<file path="config.mk">
export PLATFORM = sky130hd
export DESIGN_NAME = bcd_rtc_with_register_memory
export DESIGN_NICKNAME = d
export VERILOG_FILES = /design/src/design/brtc_pkg.sv /design/src/design/brtc_ram.sv /design/src/design/brtc_ctrl.sv /design/src/design/brtc_dp.sv /design/src/design/bcd_rtc_with_register_memory.sv
export VERILOG_INCLUDE_DIRS = /design/src /design/src/design
export SDC_FILE = /design/constraint.sdc
export NUM_CORES = 1
export LEC_CHECK = 0
export BUFFER_PORTS_ARGS = -buffer_cell sky130_fd_sc_hd__buf_4
export CORE_AREA = 2 2 249 251
export CTS_CLUSTER_DIAMETER = 60
export DETAILED_ROUTE_END_ITERATION = 7
export DIE_AREA = 0 0 251 253
export GPL_TIMING_DRIVEN = 1
export PLACE_DENSITY = 0.76
export SETUP_SLACK_MARGIN = 0.1
export SLEW_MARGIN = 10
export SYNTH_ARGS = -nofsm -noshare
export SYNTH_HDL_FRONTEND = slang
export SYNTH_SLANG_ARGS = --single-unit
</file>
<file path="constraint.sdc">
create_clock -name aclk -period 8.43 [get_ports aclk]
set_input_delay 1.2645 -clock aclk [delete_from_list [all_inputs] [get_ports aclk]]
set_output_delay 1.2645 -clock aclk [all_outputs]
set_load 0.02 [all_outputs]
</file>
<file path="src/design/bcd_rtc_with_register_memory_assert.svh">
// ---------------------------------------------------------------------------
// Assertion macros for the BCD real-time clock block
// Shared concurrent checks, clocked and disabled during reset.
// ---------------------------------------------------------------------------
`ifndef BCD_RTC_WITH_REGISTER_MEMORY_ASSERT_SVH
`define BCD_RTC_WITH_REGISTER_MEMORY_ASSERT_SVH

// Same-cycle implication.
`define BRTC_ASSERT_SAME(label, clk, rstn, pre, post, msg) \
    label: assert property (@(posedge clk) disable iff (!rstn) (pre) |-> (post)) \
        else $error(msg);

// Next-cycle implication.
`define BRTC_ASSERT_NEXT(label, clk, rstn, pre, post, msg) \
    label: assert property (@(posedge clk) disable iff (!rstn) (pre) |=> (post)) \
        else $error(msg);

`endif

</file>
<file path="src/design/brtc_pkg.sv">
// ---------------------------------------------------------------------------
// brtc_pkg
// Types, codes and BCD helpers for the BCD real-time clock block.
// ---------------------------------------------------------------------------
package brtc_pkg;

    // Register memory: power-of-two size, pointer wraps naturally
    localparam int PTR_W     = 6;
    localparam int MEM_BYTES = 1 << PTR_W;

    // Clock and calendar bytes 0..7 live in flops
    localparam int CLK_IDX_W = 3;
    localparam int CLK_BYTES = 1 << CLK_IDX_W;

    // Device selection
    localparam logic [7:0] DEVICE_ADDRESS = 8'hd0;
    localparam logic [7:0] SELECT_MASK    = 8'hfe;

    // Operation codes
    localparam logic [2:0] OP_TICK    = 3'd0;
    localparam logic [2:0] OP_PROBE   = 3'd1;
    localparam logic [2:0] OP_SET_PTR = 3'd2;
    localparam logic [2:0] OP_WRITE   = 3'd3;
    localparam logic [2:0] OP_READ    = 3'd4;

    // Clock byte indexes
    localparam logic [CLK_IDX_W-1:0] IDX_SEC   = 3'd0;
    localparam logic [CLK_IDX_W-1:0] IDX_MIN   = 3'd1;
    localparam logic [CLK_IDX_W-1:0] IDX_HOUR  = 3'd2;
    localparam logic [CLK_IDX_W-1:0] IDX_WDAY  = 3'd3;
    localparam logic [CLK_IDX_W-1:0] IDX_DATE  = 3'd4;
    localparam logic [CLK_IDX_W-1:0] IDX_MONTH = 3'd5;
    localparam logic [CLK_IDX_W-1:0] IDX_YEAR  = 3'd6;
    localparam logic [CLK_IDX_W-1:0] IDX_CTRL  = 3'd7;

    typedef struct packed {
        logic [2:0] opcode;
        logic [7:0] data_byte;
    } brtc_in_t;

    typedef struct packed {
        logic [7:0] read_data;
        logic       address_match;
    } brtc_out_t;

    typedef enum logic [1:0] {
        ST_IDLE,
        ST_EXEC,
        ST_DAY,
        ST_DONE
    } brtc_state_t;

    // Controller to datapath
    typedef struct packed {
        logic latch;        // capture accepted beat, launch memory read
        logic exec;         // run the operation
        logic day;          // advance weekday and calendar
        logic load_result;  // move result into the output register
    } brtc_cmd_t;

    // Datapath to controller
    typedef struct packed {
        logic day_carry;    // tick rolled the day over
        logic slot_free;    // output register can take a beat
    } brtc_status_t;

    // Reset image of the clock bytes: halted, weekday/date/month 1, byte 7 = 1
    function automatic logic [7:0] clock_reset(input logic [CLK_IDX_W-1:0] idx);
        logic [7:0] val;
        case (idx)
            IDX_SEC:   val = 8'h80;
            IDX_WDAY:  val = 8'h01;
            IDX_DATE:  val = 8'h01;
            IDX_MONTH: val = 8'h01;
            IDX_CTRL:  val = 8'h01;
            default:   val = 8'h00;
        endcase
        return val;
    endfunction

    // tens * 10 + units, units taken as a full nibble
    function automatic logic [7:0] bcd_to_bin(input logic [3:0] tens, input logic [3:0] units);
        return 8'({tens, 3'b000}) + 8'({tens, 1'b0}) + 8'(units);
    endfunction

    // Binary below 100 to two BCD digits; tens by reciprocal multiply
    function automatic logic [7:0] bin_to_bcd(input logic [6:0] x);
        logic [13:0] prod;
        logic [3:0]  tens;
        logic [6:0]  units;
        prod  = 14'(x) * 14'd103;
        tens  = prod[13:10];
        units = x - 7'({tens, 3'b000}) - 7'({tens, 1'b0});
        return {tens, units[3:0]};
    endfunction

endpackage

</file>
<file path="src/design/brtc_ram.sv">
// ---------------------------------------------------------------------------
// brtc_ram
// Generic single-write, single-read RAM with registered read data.
// ---------------------------------------------------------------------------
module brtc_ram #(
    parameter int WIDTH = 8,
    parameter int DEPTH = 64
) (
    input  logic                     aclk,
    input  logic                     wr_en,
    input  logic [$clog2(DEPTH)-1:0] wr_addr,
    input  logic [WIDTH-1:0]         wr_data,
    input  logic                     rd_en,
    input  logic [$clog2(DEPTH)-1:0] rd_addr,
    output logic [WIDTH-1:0]         rd_data
);

    logic [WIDTH-1:0] mem [DEPTH];
    logic [WIDTH-1:0] rd_data_reg;

    // Write port
    always_ff @(posedge aclk) begin
        if (wr_en) begin
            mem[wr_addr] <= wr_data;
        end
    end

    // Registered read port
    always_ff @(posedge aclk) begin
        if (rd_en) begin
            rd_data_reg <= mem[rd_addr];
        end
    end

    assign rd_data = rd_data_reg;

endmodule

</file>
<file path="src/design/brtc_ctrl.sv">
// ---------------------------------------------------------------------------
// brtc_ctrl
// Sequencer: accepts one beat, runs it through the datapath, hands off result.
// ---------------------------------------------------------------------------
module brtc_ctrl (
    input  logic                  aclk,
    input  logic                  aresetn,
    input  logic                  s_valid,
    output logic                  s_ready,
    input  brtc_pkg::brtc_status_t status,
    output brtc_pkg::brtc_cmd_t    cmd
);

    brtc_pkg::brtc_state_t state_reg;
    brtc_pkg::brtc_state_t state_next;

    // Hold state
    always_ff @(posedge aclk) begin
        if (!aresetn) begin
            state_reg <= brtc_pkg::ST_IDLE;
        end else begin
            state_reg <= state_next;
        end
    end

    // Next state and commands
    always_comb begin
        state_next = state_reg;
        cmd        = '0;
        s_ready    = 1'b0;
        case (state_reg)
            brtc_pkg::ST_IDLE: begin
                s_ready = 1'b1;
                if (s_valid) begin
                    cmd.latch  = 1'b1;
                    state_next = brtc_pkg::ST_EXEC;
                end
            end
            brtc_pkg::ST_EXEC: begin
                cmd.exec   = 1'b1;
                state_next = status.day_carry ? brtc_pkg::ST_DAY : brtc_pkg::ST_DONE;
            end
            brtc_pkg::ST_DAY: begin
                cmd.day    = 1'b1;
                state_next = brtc_pkg::ST_DONE;
            end
            brtc_pkg::ST_DONE: begin
                // wait for room in the output register
                if (status.slot_free) begin
                    cmd.load_result = 1'b1;
                    state_next      = brtc_pkg::ST_IDLE;
                end
            end
            default: begin
                state_next = brtc_pkg::ST_IDLE;
            end
        endcase
    end

endmodule

</file>
<file path="src/design/brtc_dp.sv">
// ---------------------------------------------------------------------------
// brtc_dp
// Datapath: clock bytes, register memory, pointer, BCD carry logic, output.
// ---------------------------------------------------------------------------
module brtc_dp (
    input  logic                  aclk,
    input  logic                  aresetn,
    input  brtc_pkg::brtc_cmd_t    cmd,
    input  brtc_pkg::brtc_in_t     s_data,
    input  logic                  m_ready,
    output brtc_pkg::brtc_status_t status,
    output logic                  m_valid,
    output brtc_pkg::brtc_out_t    m_data
);

    localparam logic [7:0] SEC_LIMIT  = 8'd60;
    localparam logic [7:0] H24_LIMIT  = 8'd24;
    localparam logic [7:0] H12_LIMIT  = 8'd12;
    localparam logic [7:0] H12_TWICE  = 8'd24;
    localparam logic [7:0] MONTH_LAST = 8'd12;
    localparam logic [7:0] YEAR_LAST  = 8'd99;
    localparam logic [7:0] YEAR_HUND  = 8'd100;

    // Captured beat and pending result
    logic [2:0]          op_reg;
    logic [7:0]          data_reg;
    brtc_pkg::brtc_out_t res_reg;
    brtc_pkg::brtc_out_t res_next;

    // Pointer, clock bytes, memory valid bits, output register
    logic [brtc_pkg::PTR_W-1:0]     ptr_reg;
    logic [brtc_pkg::PTR_W-1:0]     ptr_next;
    logic [7:0]                     bank_reg  [brtc_pkg::CLK_BYTES];
    logic [7:0]                     bank_next [brtc_pkg::CLK_BYTES];
    logic [brtc_pkg::MEM_BYTES-1:0] valid_reg;
    logic                           m_valid_reg;
    brtc_pkg::brtc_out_t            m_data_reg;

    logic       in_bank;
    logic       ram_we;
    logic [7:0] ram_rdata;
    logic [7:0] read_byte;
    logic       match;

    // Time-of-day terms
    logic       halt;
    logic [7:0] sec_inc, sec_mod, min_inc, min_mod;
    logic       sec_wrap, min_wrap;
    logic [7:0] h12_bin, h12_mod, h12_new;
    logic       h12_one, pm_new, carry12;
    logic [7:0] h24_inc, h24_mod;
    logic       carry24, hour_carry;
    logic [7:0] sec_bcd, min_bcd, h12_bcd, h24_bcd;

    // Calendar terms
    logic [2:0] wd_units;
    logic [2:0] wd_new;
    logic [7:0] year_bin, month_bin, date_bin, month_len;
    logic [7:0] year_new, month_new, date_new;
    logic [7:0] year_bcd, month_bcd, date_bcd;
    logic       year_hi;
    logic [7:0] year_low, year_low_bcd;

    assign in_bank = (ptr_reg[brtc_pkg::PTR_W-1:brtc_pkg::CLK_IDX_W] == '0);
    assign ram_we  = cmd.exec && (op_reg == brtc_pkg::OP_WRITE) && !in_bank;

    brtc_ram #(
        .WIDTH (8),
        .DEPTH (brtc_pkg::MEM_BYTES)
    ) u_ram (
        .aclk    (aclk),
        .wr_en   (ram_we),
        .wr_addr (ptr_reg),
        .wr_data (data_reg),
        .rd_en   (cmd.latch),
        .rd_addr (ptr_reg),
        .rd_data (ram_rdata)
    );

    // Select read byte: clock bytes, written memory, or reset zero
    always_comb begin
        if (in_bank) begin
            read_byte = bank_reg[ptr_reg[brtc_pkg::CLK_IDX_W-1:0]];
        end else if (valid_reg[ptr_reg]) begin
            read_byte = ram_rdata;
        end else begin
            read_byte = 8'h00;
        end
    end

    // Probe: own address or general call, bit 0 ignored
    assign match = ((data_reg & brtc_pkg::SELECT_MASK)
                    == (brtc_pkg::DEVICE_ADDRESS & brtc_pkg::SELECT_MASK))
                || ((data_reg & brtc_pkg::SELECT_MASK) == 8'h00);

    // Seconds and minutes
    always_comb begin
        halt     = bank_reg[brtc_pkg::IDX_SEC][7];
        sec_inc  = brtc_pkg::bcd_to_bin({1'b0, bank_reg[brtc_pkg::IDX_SEC][6:4]},
                                        bank_reg[brtc_pkg::IDX_SEC][3:0]) + 8'd1;
        sec_wrap = (sec_inc >= SEC_LIMIT);
        sec_mod  = sec_wrap ? sec_inc - SEC_LIMIT : sec_inc;
        sec_bcd  = brtc_pkg::bin_to_bcd(sec_mod[6:0]);
        min_inc  = brtc_pkg::bcd_to_bin({1'b0, bank_reg[brtc_pkg::IDX_MIN][6:4]},
                                        bank_reg[brtc_pkg::IDX_MIN][3:0]) + 8'd1;
        min_wrap = (min_inc >= SEC_LIMIT);
        min_mod  = min_wrap ? min_inc - SEC_LIMIT : min_inc;
        min_bcd  = brtc_pkg::bin_to_bcd(min_mod[6:0]);
    end

    // Hours: 12h counts 1..12 with PM toggle at 1, 24h wraps at 24
    always_comb begin
        h12_bin = brtc_pkg::bcd_to_bin({3'b000, bank_reg[brtc_pkg::IDX_HOUR][4]},
                                       bank_reg[brtc_pkg::IDX_HOUR][3:0]);
        if (h12_bin >= H12_TWICE) begin
            h12_mod = h12_bin - H12_TWICE;
        end else if (h12_bin >= H12_LIMIT) begin
            h12_mod = h12_bin - H12_LIMIT;
        end else begin
            h12_mod = h12_bin;
        end
        h12_new = h12_mod + 8'd1;
        h12_one = (h12_new == 8'd1);
        pm_new  = bank_reg[brtc_pkg::IDX_HOUR][5] ^ h12_one;
        carry12 = h12_one && !pm_new;
        h12_bcd = brtc_pkg::bin_to_bcd(h12_new[6:0]);

        h24_inc = brtc_pkg::bcd_to_bin({2'b00, bank_reg[brtc_pkg::IDX_HOUR][5:4]},
                                       bank_reg[brtc_pkg::IDX_HOUR][3:0]) + 8'd1;
        carry24 = (h24_inc >= H24_LIMIT);
        h24_mod = carry24 ? h24_inc - H24_LIMIT : h24_inc;
        h24_bcd = brtc_pkg::bin_to_bcd(h24_mod[6:0]);

        hour_carry = bank_reg[brtc_pkg::IDX_HOUR][6] ? carry12 : carry24;
    end

    // Weekday, date, month, year
    always_comb begin
        wd_units  = bank_reg[brtc_pkg::IDX_WDAY][2:0];
        wd_new    = ((wd_units == 3'd7) ? 3'd0 : wd_units) + 3'd1;
        year_bin  = brtc_pkg::bcd_to_bin(bank_reg[brtc_pkg::IDX_YEAR][7:4],
                                         bank_reg[brtc_pkg::IDX_YEAR][3:0]);
        month_bin = brtc_pkg::bcd_to_bin({3'b000, bank_reg[brtc_pkg::IDX_MONTH][4]},
                                         bank_reg[brtc_pkg::IDX_MONTH][3:0]);
        date_bin  = brtc_pkg::bcd_to_bin({2'b00, bank_reg[brtc_pkg::IDX_DATE][5:4]},
                                         bank_reg[brtc_pkg::IDX_DATE][3:0]);
        case (month_bin)
            8'd2:    month_len = (year_bin[1:0] == 2'b00) ? 8'd29 : 8'd28;
            8'd4,
            8'd6,
            8'd9,
            8'd11:   month_len = 8'd30;
            default: month_len = 8'd31;
        endcase
        year_new  = year_bin;
        month_new = month_bin;
        if (date_bin >= month_len) begin
            date_new = 8'd1;
            if (month_bin >= MONTH_LAST) begin
                month_new = 8'd1;
                year_new  = (year_bin >= YEAR_LAST) ? 8'd0 : year_bin + 8'd1;
            end else begin
                month_new = month_bin + 8'd1;
            end
        end else begin
            date_new = date_bin + 8'd1;
        end
        date_bcd  = brtc_pkg::bin_to_bcd(date_new[6:0]);
        month_bcd = brtc_pkg::bin_to_bcd(month_new[6:0]);
        // A kept year of 100 or more writes back its tens count modulo 16
        year_hi      = (year_new >= YEAR_HUND);
        year_low     = year_hi ? year_new - YEAR_HUND : year_new;
        year_low_bcd = brtc_pkg::bin_to_bcd(year_low[6:0]);
        year_bcd     = {year_low_bcd[7:4] + (year_hi ? 4'd10 : 4'd0), year_low_bcd[3:0]};
    end

    // Next clock bytes, pointer and pending result
    always_comb begin
        for (int i = 0; i < brtc_pkg::CLK_BYTES; i++) begin
            bank_next[i] = bank_reg[i];
        end
        ptr_next = ptr_reg;
        res_next = res_reg;

        if (cmd.exec) begin
            res_next = '0;
            case (op_reg)
                brtc_pkg::OP_TICK: begin
                    if (!halt) begin
                        bank_next[brtc_pkg::IDX_SEC] = {bank_reg[brtc_pkg::IDX_SEC][7],
                                                        sec_bcd[6:0]};
                        if (sec_wrap) begin
                            bank_next[brtc_pkg::IDX_MIN] = {bank_reg[brtc_pkg::IDX_MIN][7],
                                                            min_bcd[6:0]};
                            if (min_wrap) begin
                                if (bank_reg[brtc_pkg::IDX_HOUR][6]) begin
                                    bank_next[brtc_pkg::IDX_HOUR] =
                                        {bank_reg[brtc_pkg::IDX_HOUR][7:6], pm_new,
                                         h12_bcd[4:0]};
                                end else begin
                                    bank_next[brtc_pkg::IDX_HOUR] =
                                        {bank_reg[brtc_pkg::IDX_HOUR][7:6], h24_bcd[5:0]};
                                end
                            end
                        end
                    end
                end
                brtc_pkg::OP_PROBE: begin
                    res_next.address_match = match;
                end
                brtc_pkg::OP_SET_PTR: begin
                    ptr_next = data_reg[brtc_pkg::PTR_W-1:0];
                end
                brtc_pkg::OP_WRITE: begin
                    if (in_bank) begin
                        bank_next[ptr_reg[brtc_pkg::CLK_IDX_W-1:0]] = data_reg;
                    end
                    ptr_next = ptr_reg + 1'b1;
                end
                brtc_pkg::OP_READ: begin
                    res_next.read_data = read_byte;
                    ptr_next           = ptr_reg + 1'b1;
                end
                default: begin
                    res_next = '0;
                end
            endcase
        end

        // Day rollover: time bytes already updated, calendar bytes untouched so far
        if (cmd.day) begin
            bank_next[brtc_pkg::IDX_WDAY]  = {bank_reg[brtc_pkg::IDX_WDAY][7:3], wd_new};
            bank_next[brtc_pkg::IDX_DATE]  = {bank_reg[brtc_pkg::IDX_DATE][7:6],
                                              date_bcd[5:0]};
            bank_next[brtc_pkg::IDX_MONTH] = {bank_reg[brtc_pkg::IDX_MONTH][7:5],
                                              month_bcd[4:0]};
            bank_next[brtc_pkg::IDX_YEAR]  = year_bcd;
        end
    end

    // Capture beat and pending result
    always_ff @(posedge aclk) begin
        if (cmd.latch) begin
            op_reg   <= s_data.opcode;
            data_reg <= s_data.data_byte;
        end
        res_reg <= res_next;
        if (cmd.load_result) begin
            m_data_reg <= res_reg;
        end
    end

    // Control state: pointer, clock bytes, valid bits, output valid
    always_ff @(posedge aclk) begin
        if (!aresetn) begin
            ptr_reg     <= '0;
            valid_reg   <= '0;
            m_valid_reg <= 1'b0;
            for (int i = 0; i < brtc_pkg::CLK_BYTES; i++) begin
                bank_reg[i] <= brtc_pkg::clock_reset(brtc_pkg::CLK_IDX_W'(i));
            end
        end else begin
            ptr_reg <= ptr_next;
            for (int i = 0; i < brtc_pkg::CLK_BYTES; i++) begin
                bank_reg[i] <= bank_next[i];
            end
            if (ram_we) begin
                valid_reg[ptr_reg] <= 1'b1;
            end
            if (cmd.load_result) begin
                m_valid_reg <= 1'b1;
            end else if (m_ready) begin
                m_valid_reg <= 1'b0;
            end
        end
    end

    assign status.day_carry = cmd.exec && (op_reg == brtc_pkg::OP_TICK) && !halt
                              && sec_wrap && min_wrap && hour_carry;
    assign status.slot_free = !m_valid_reg || m_ready;
    assign m_valid          = m_valid_reg;
    assign m_data           = m_data_reg;

endmodule

</file>
<file path="src/design/bcd_rtc_with_register_memory.sv">
// ---------------------------------------------------------------------------
// bcd_rtc_with_register_memory
// BCD clock and calendar behind a wrapping 64-byte register memory.
// ---------------------------------------------------------------------------
//
//   channel | direction | ports                      | beat carries
//   --------+-----------+----------------------------+---------------------------
//   s_      | in        | s_valid, s_ready, s_data   | opcode, data_byte
//   m_      | out       | m_valid, m_ready, m_data   | read_data, address_match
//
// One beat at a time: after the accepting edge the beat passes through EXEC, then
// DAY for a tick that rolls the day over (the calendar update takes its own step),
// then DONE, which loads the result; no new beat is taken before that load.
// Reads go through the memory's registered read port, launched at accept.
// Reset: synchronous, low aresetn; no clearing pass.
// A stalled m_ side holds its result; the next beat is still taken, then waits
// finished with the input closed until the held result leaves.
// ---------------------------------------------------------------------------
`include "bcd_rtc_with_register_memory_assert.svh"

module bcd_rtc_with_register_memory (
    input  logic               aclk,
    input  logic               aresetn,
    input  logic               s_valid,
    output logic               s_ready,
    input  brtc_pkg::brtc_in_t  s_data,
    output logic               m_valid,
    input  logic               m_ready,
    output brtc_pkg::brtc_out_t m_data
);

    brtc_pkg::brtc_cmd_t    cmd;
    brtc_pkg::brtc_status_t status;

    brtc_ctrl u_ctrl (
        .aclk    (aclk),
        .aresetn (aresetn),
        .s_valid (s_valid),
        .s_ready (s_ready),
        .status  (status),
        .cmd     (cmd)
    );

    brtc_dp u_dp (
        .aclk    (aclk),
        .aresetn (aresetn),
        .cmd     (cmd),
        .s_data  (s_data),
        .m_ready (m_ready),
        .status  (status),
        .m_valid (m_valid),
        .m_data  (m_data)
    );

    // Never overwrite a result still waiting on the m_ side
    `BRTC_ASSERT_SAME(a_load_free, aclk, aresetn, cmd.load_result, status.slot_free, "lost result")
    // An accepted beat closes the input until it completes
    `BRTC_ASSERT_NEXT(a_one_beat, aclk, aresetn, s_valid && s_ready, !s_ready, "second beat accepted")
    // Calendar step only right after a tick execution
    `BRTC_ASSERT_SAME(a_day_after_exec, aclk, aresetn, cmd.day, $past(cmd.exec), "stray day step")

endmodule

</file>
==> results_dict.tcl <==
set metrics [dict create \
    dp_hpwl_mm 56.9 \
    cts_buffer_depth 3 \
    synthTopCellsByCount "edfxtp_1 (549), ha_1 (312), nor2_1 (285)" \
    fin_ws_ps -379 \
    final-seq-area_mm2 0.0191 \
    final_core_util_pct 65.0 \
    violations "negative setup slack" \
    n_antenna_cell 0 \
    p_leak_nw 15.3 \
    max_freq_mhz 114 \
    ys_warn_count 0 \
    area_delta_synth_final_pct 13.4 \
    hold_buffers 0 \
    synth_seq_cells 681 \
    grt-ovfl-total 0 \
    start_util_pct 57.3 \
    reg2regPathDepth 42 \
    netlist_top_cells_area "edfxtp_1 (47%), ha_1 (11%), dfxtp_1 (7.6%), a22oi_1 (5.1%), fa_1 (3.4%)" \
    largest_register_ffs 512 \
    die-area_mm2 0.0635 \
    async_flop_share_pct 0 \
    yosys.area.top_type "edfxtp_1" \
    grt_max_degree 79 \
    drtIter0Drc 2523 \
    dp_cells 3732 \
    yosysUniqueCellTypes 87 \
    maxCapViolCount 0 \
    maxSlewViolCount 0 \
    track_usage_pct 27.9 \
    post-route-period-util_pct 104 \
    min_period_ps 8810 \
    drive_gt1_share_pct 11.9 \
    setup_viol 2 \
    fillCellCount 4504 \
    clk_latency_ps 620 \
    die_h_um 253 \
    r2r-start "u_dp.bank_reg[6][3]$_SDFFE_PN0P_" \
    outcome "finished, violations left" \
    io_pins 26 \
    multi_input_area_mm2 0.0152 \
    place_ws_ps -688 \
    total_power_mw 11.7 \
    critical_path_required_ps 8950 \
    antenna_found_initial 0 \
    core_mm2 0.0610 \
    rsz0062_at_grt "true" \
    clk_pin_slew_ps 60 \
    startpoint "u_dp.bank_reg[6][3]$_SDFFE_PN0P_" \
    io_buffers 25 \
    cp-end-kind "flop" \
    grt_pass1_vias 24729 \
    wl_mm 88.9 \
    relSlewSlack_pct 16.4 \
    via_per_inst 6.31 \
    hp-class "flop to flop" \
    via_count 24481 \
    pwr_density_cell_mw_per_mm2 296 \
    ant_nets 0 \
    cts_tree "yes" \
    nNetsFinal 3419 \
    worstSetupEndpoint "u_dp.bank_reg[6][7]$_SDFFE_PN0P_" \
    slowest_delay_ps 550 \
    fp-row-count 91 \
    ir_drop_v 0.000228 \
    setup_tns_ps -747 \
    synth_area_mm2 0.0350 \
    hold_viol_final 0 \
    wl_per_cell_um 22.9 \
    stdcell_count 3877 \
    rrSetupSlack_ps -380 \
    synth.most_common_cell "edfxtp_1" \
    grt_first_pass_wirelength_mm 137 \
    cts_made_buffers 67 \
    crit_fanout 4 \
    synth_top_area_share_pct 47.1 \
    dr.pass1.iters 8 \
    synthFlopType "edfxtp_1" \
    h-tree-depth 3 \
    critPathArrivalTime_ps 9330 \
    ys_seq_area_share_pct 54.7 \
    syn_avg_cell_area_um2 12.2 \
    clockRootBuffer "clkbuf_16" \
    drcViolationCount 0 \
    regToRegEndpoint "u_dp.bank_reg[6][7]$_SDFFE_PN0P_" \
    cts_sinks 681 \
    tightest_slew_ps 1240 \
    cp_common_cell "ha_4" \
    synth-edff-count 549 \
    cp_slowest_cell "fa_1" \
    crit_type "flop to flop" \
    fp.dieW_um 251 \
    syn-instance-count 2876 \
    place_congestion 0.909 \
    finClkSkew_ps 29.3 \
    start_kind "flop" \
]
-- kinds of logic (layout without fill, tap and decap cells) --
kind of cell | Yosys count | in the layout | synth area share [%]
simple gates | 638 | 638 | 8.51
fa+ha+maj | 371 | 371 | 14.5
buf+inv | 364 | 501 | 3.92
other cells | 2 | 76 | 0.0215
flops | 681 | 681 | 54.7
xor+xnor | 90 | 90 | 2.35
compound gates | 681 | 681 | 14.0
mux | 49 | 49 | 2.01
-- timing repair --
action	CTS	global route
setup endpoints to repair	3	8
buffers inserted	16	7
pin swaps	25	23
gates resized for setup	27	39
hold endpoints to repair	0	0
-- layout by cell type (no fill, tap or decap), types with 43 or more instances in the layout --
cell | netlist | layout
a31oi_1 | 43 | 43
fa_1 | 59 | 59
inv_1 | 230 | 221
nand3_1 | 43 | 43
o21ai_0 | 60 | 54
dfxtp_1 | 132 | 130
a22oi_1 | 238 | 238
xnor2_1 | 65 | 62
nand2_1 | 112 | 109
buf_4 | 0 | 146
a21oi_1 | 105 | 101
conb_1 | 2 | 76
nand4_1 | 43 | 43
ha_1 | 312 | 296
nor2_1 | 285 | 282
clkbuf_16 | 0 | 73
edfxtp_1 | 549 | 549
-- critical path: cells and delay by family (launching register included) --
family | cells | cell delay (ps)
flops | 1 | 350
buf+inv | 7 | 650
simple gates | 9 | 1390
compound gates | 12 | 2390
xor+xnor | 4 | 660
fa+ha+maj | 10 | 3250
-- layer usage --
metal	vias to the layer above	share of wire, %	GRT usage, %
met2	1188	48	47.4
met5	-	0.026	0.309
met1	11972	38	34.7
met4	2	4.8	13.7
met3	285	8.5	4.93
li1	11034	-	-
-- cell type report --
class | instances | share of cell area, %
timing repair buffer | 147 | 2.79
clock buffer | 91 | 4.93
clock inverter | 32 | 0.943
inverter | 231 | 2.20
sequential | 681 | 48.2
tap | 790 | 2.49
multi-input combinational | 1905 | 38.4
-- metrics by stage --
step / cell area, µm² / hold slack [ps]
final: 39700 / 431
after global placement: 36800 / 404
after floorplan: 35300 / 400
after CTS: 39400 / 430
after detailed placement: 36800 / 416
after global routing: 39700 / 436
-- how the worst min path moves through the flow --
| stage | end | start | cells past startpoint | slack, ps |
|---|---|---|---|---|
| floorplan | u_dp.m_data[0]$_DFFE_PP_ | u_dp.res_reg[0]$_SDFFCE_PP0P_ | 0 | 400 |
| global placement | u_dp.m_data[7]$_DFFE_PP_ | u_dp.res_reg[7]$_SDFFCE_PP0P_ | 0 | 400 |
| global route | u_dp.m_data[0]$_DFFE_PP_ | u_dp.res_reg[0]$_SDFFCE_PP0P_ | 0 | 440 |
| CTS | u_dp.m_data[0]$_DFFE_PP_ | u_dp.res_reg[0]$_SDFFCE_PP0P_ | 0 | 430 |
| detailed placement | u_dp.m_data[0]$_DFFE_PP_ | u_dp.res_reg[0]$_SDFFCE_PP0P_ | 0 | 420 |
| finish | u_dp.m_data[0]$_DFFE_PP_ | u_dp.res_reg[0]$_SDFFCE_PP0P_ | 0 | 430 |
-- where the power goes --
group,switching [mW],total (mW),internal [mW]
registers,0.117,4.04,3.93
logic,2.67,4.58,1.91
clock network,1.27,3.12,1.86
total,4.05,11.7,7.69
Power figures use the tool's default switching activity.
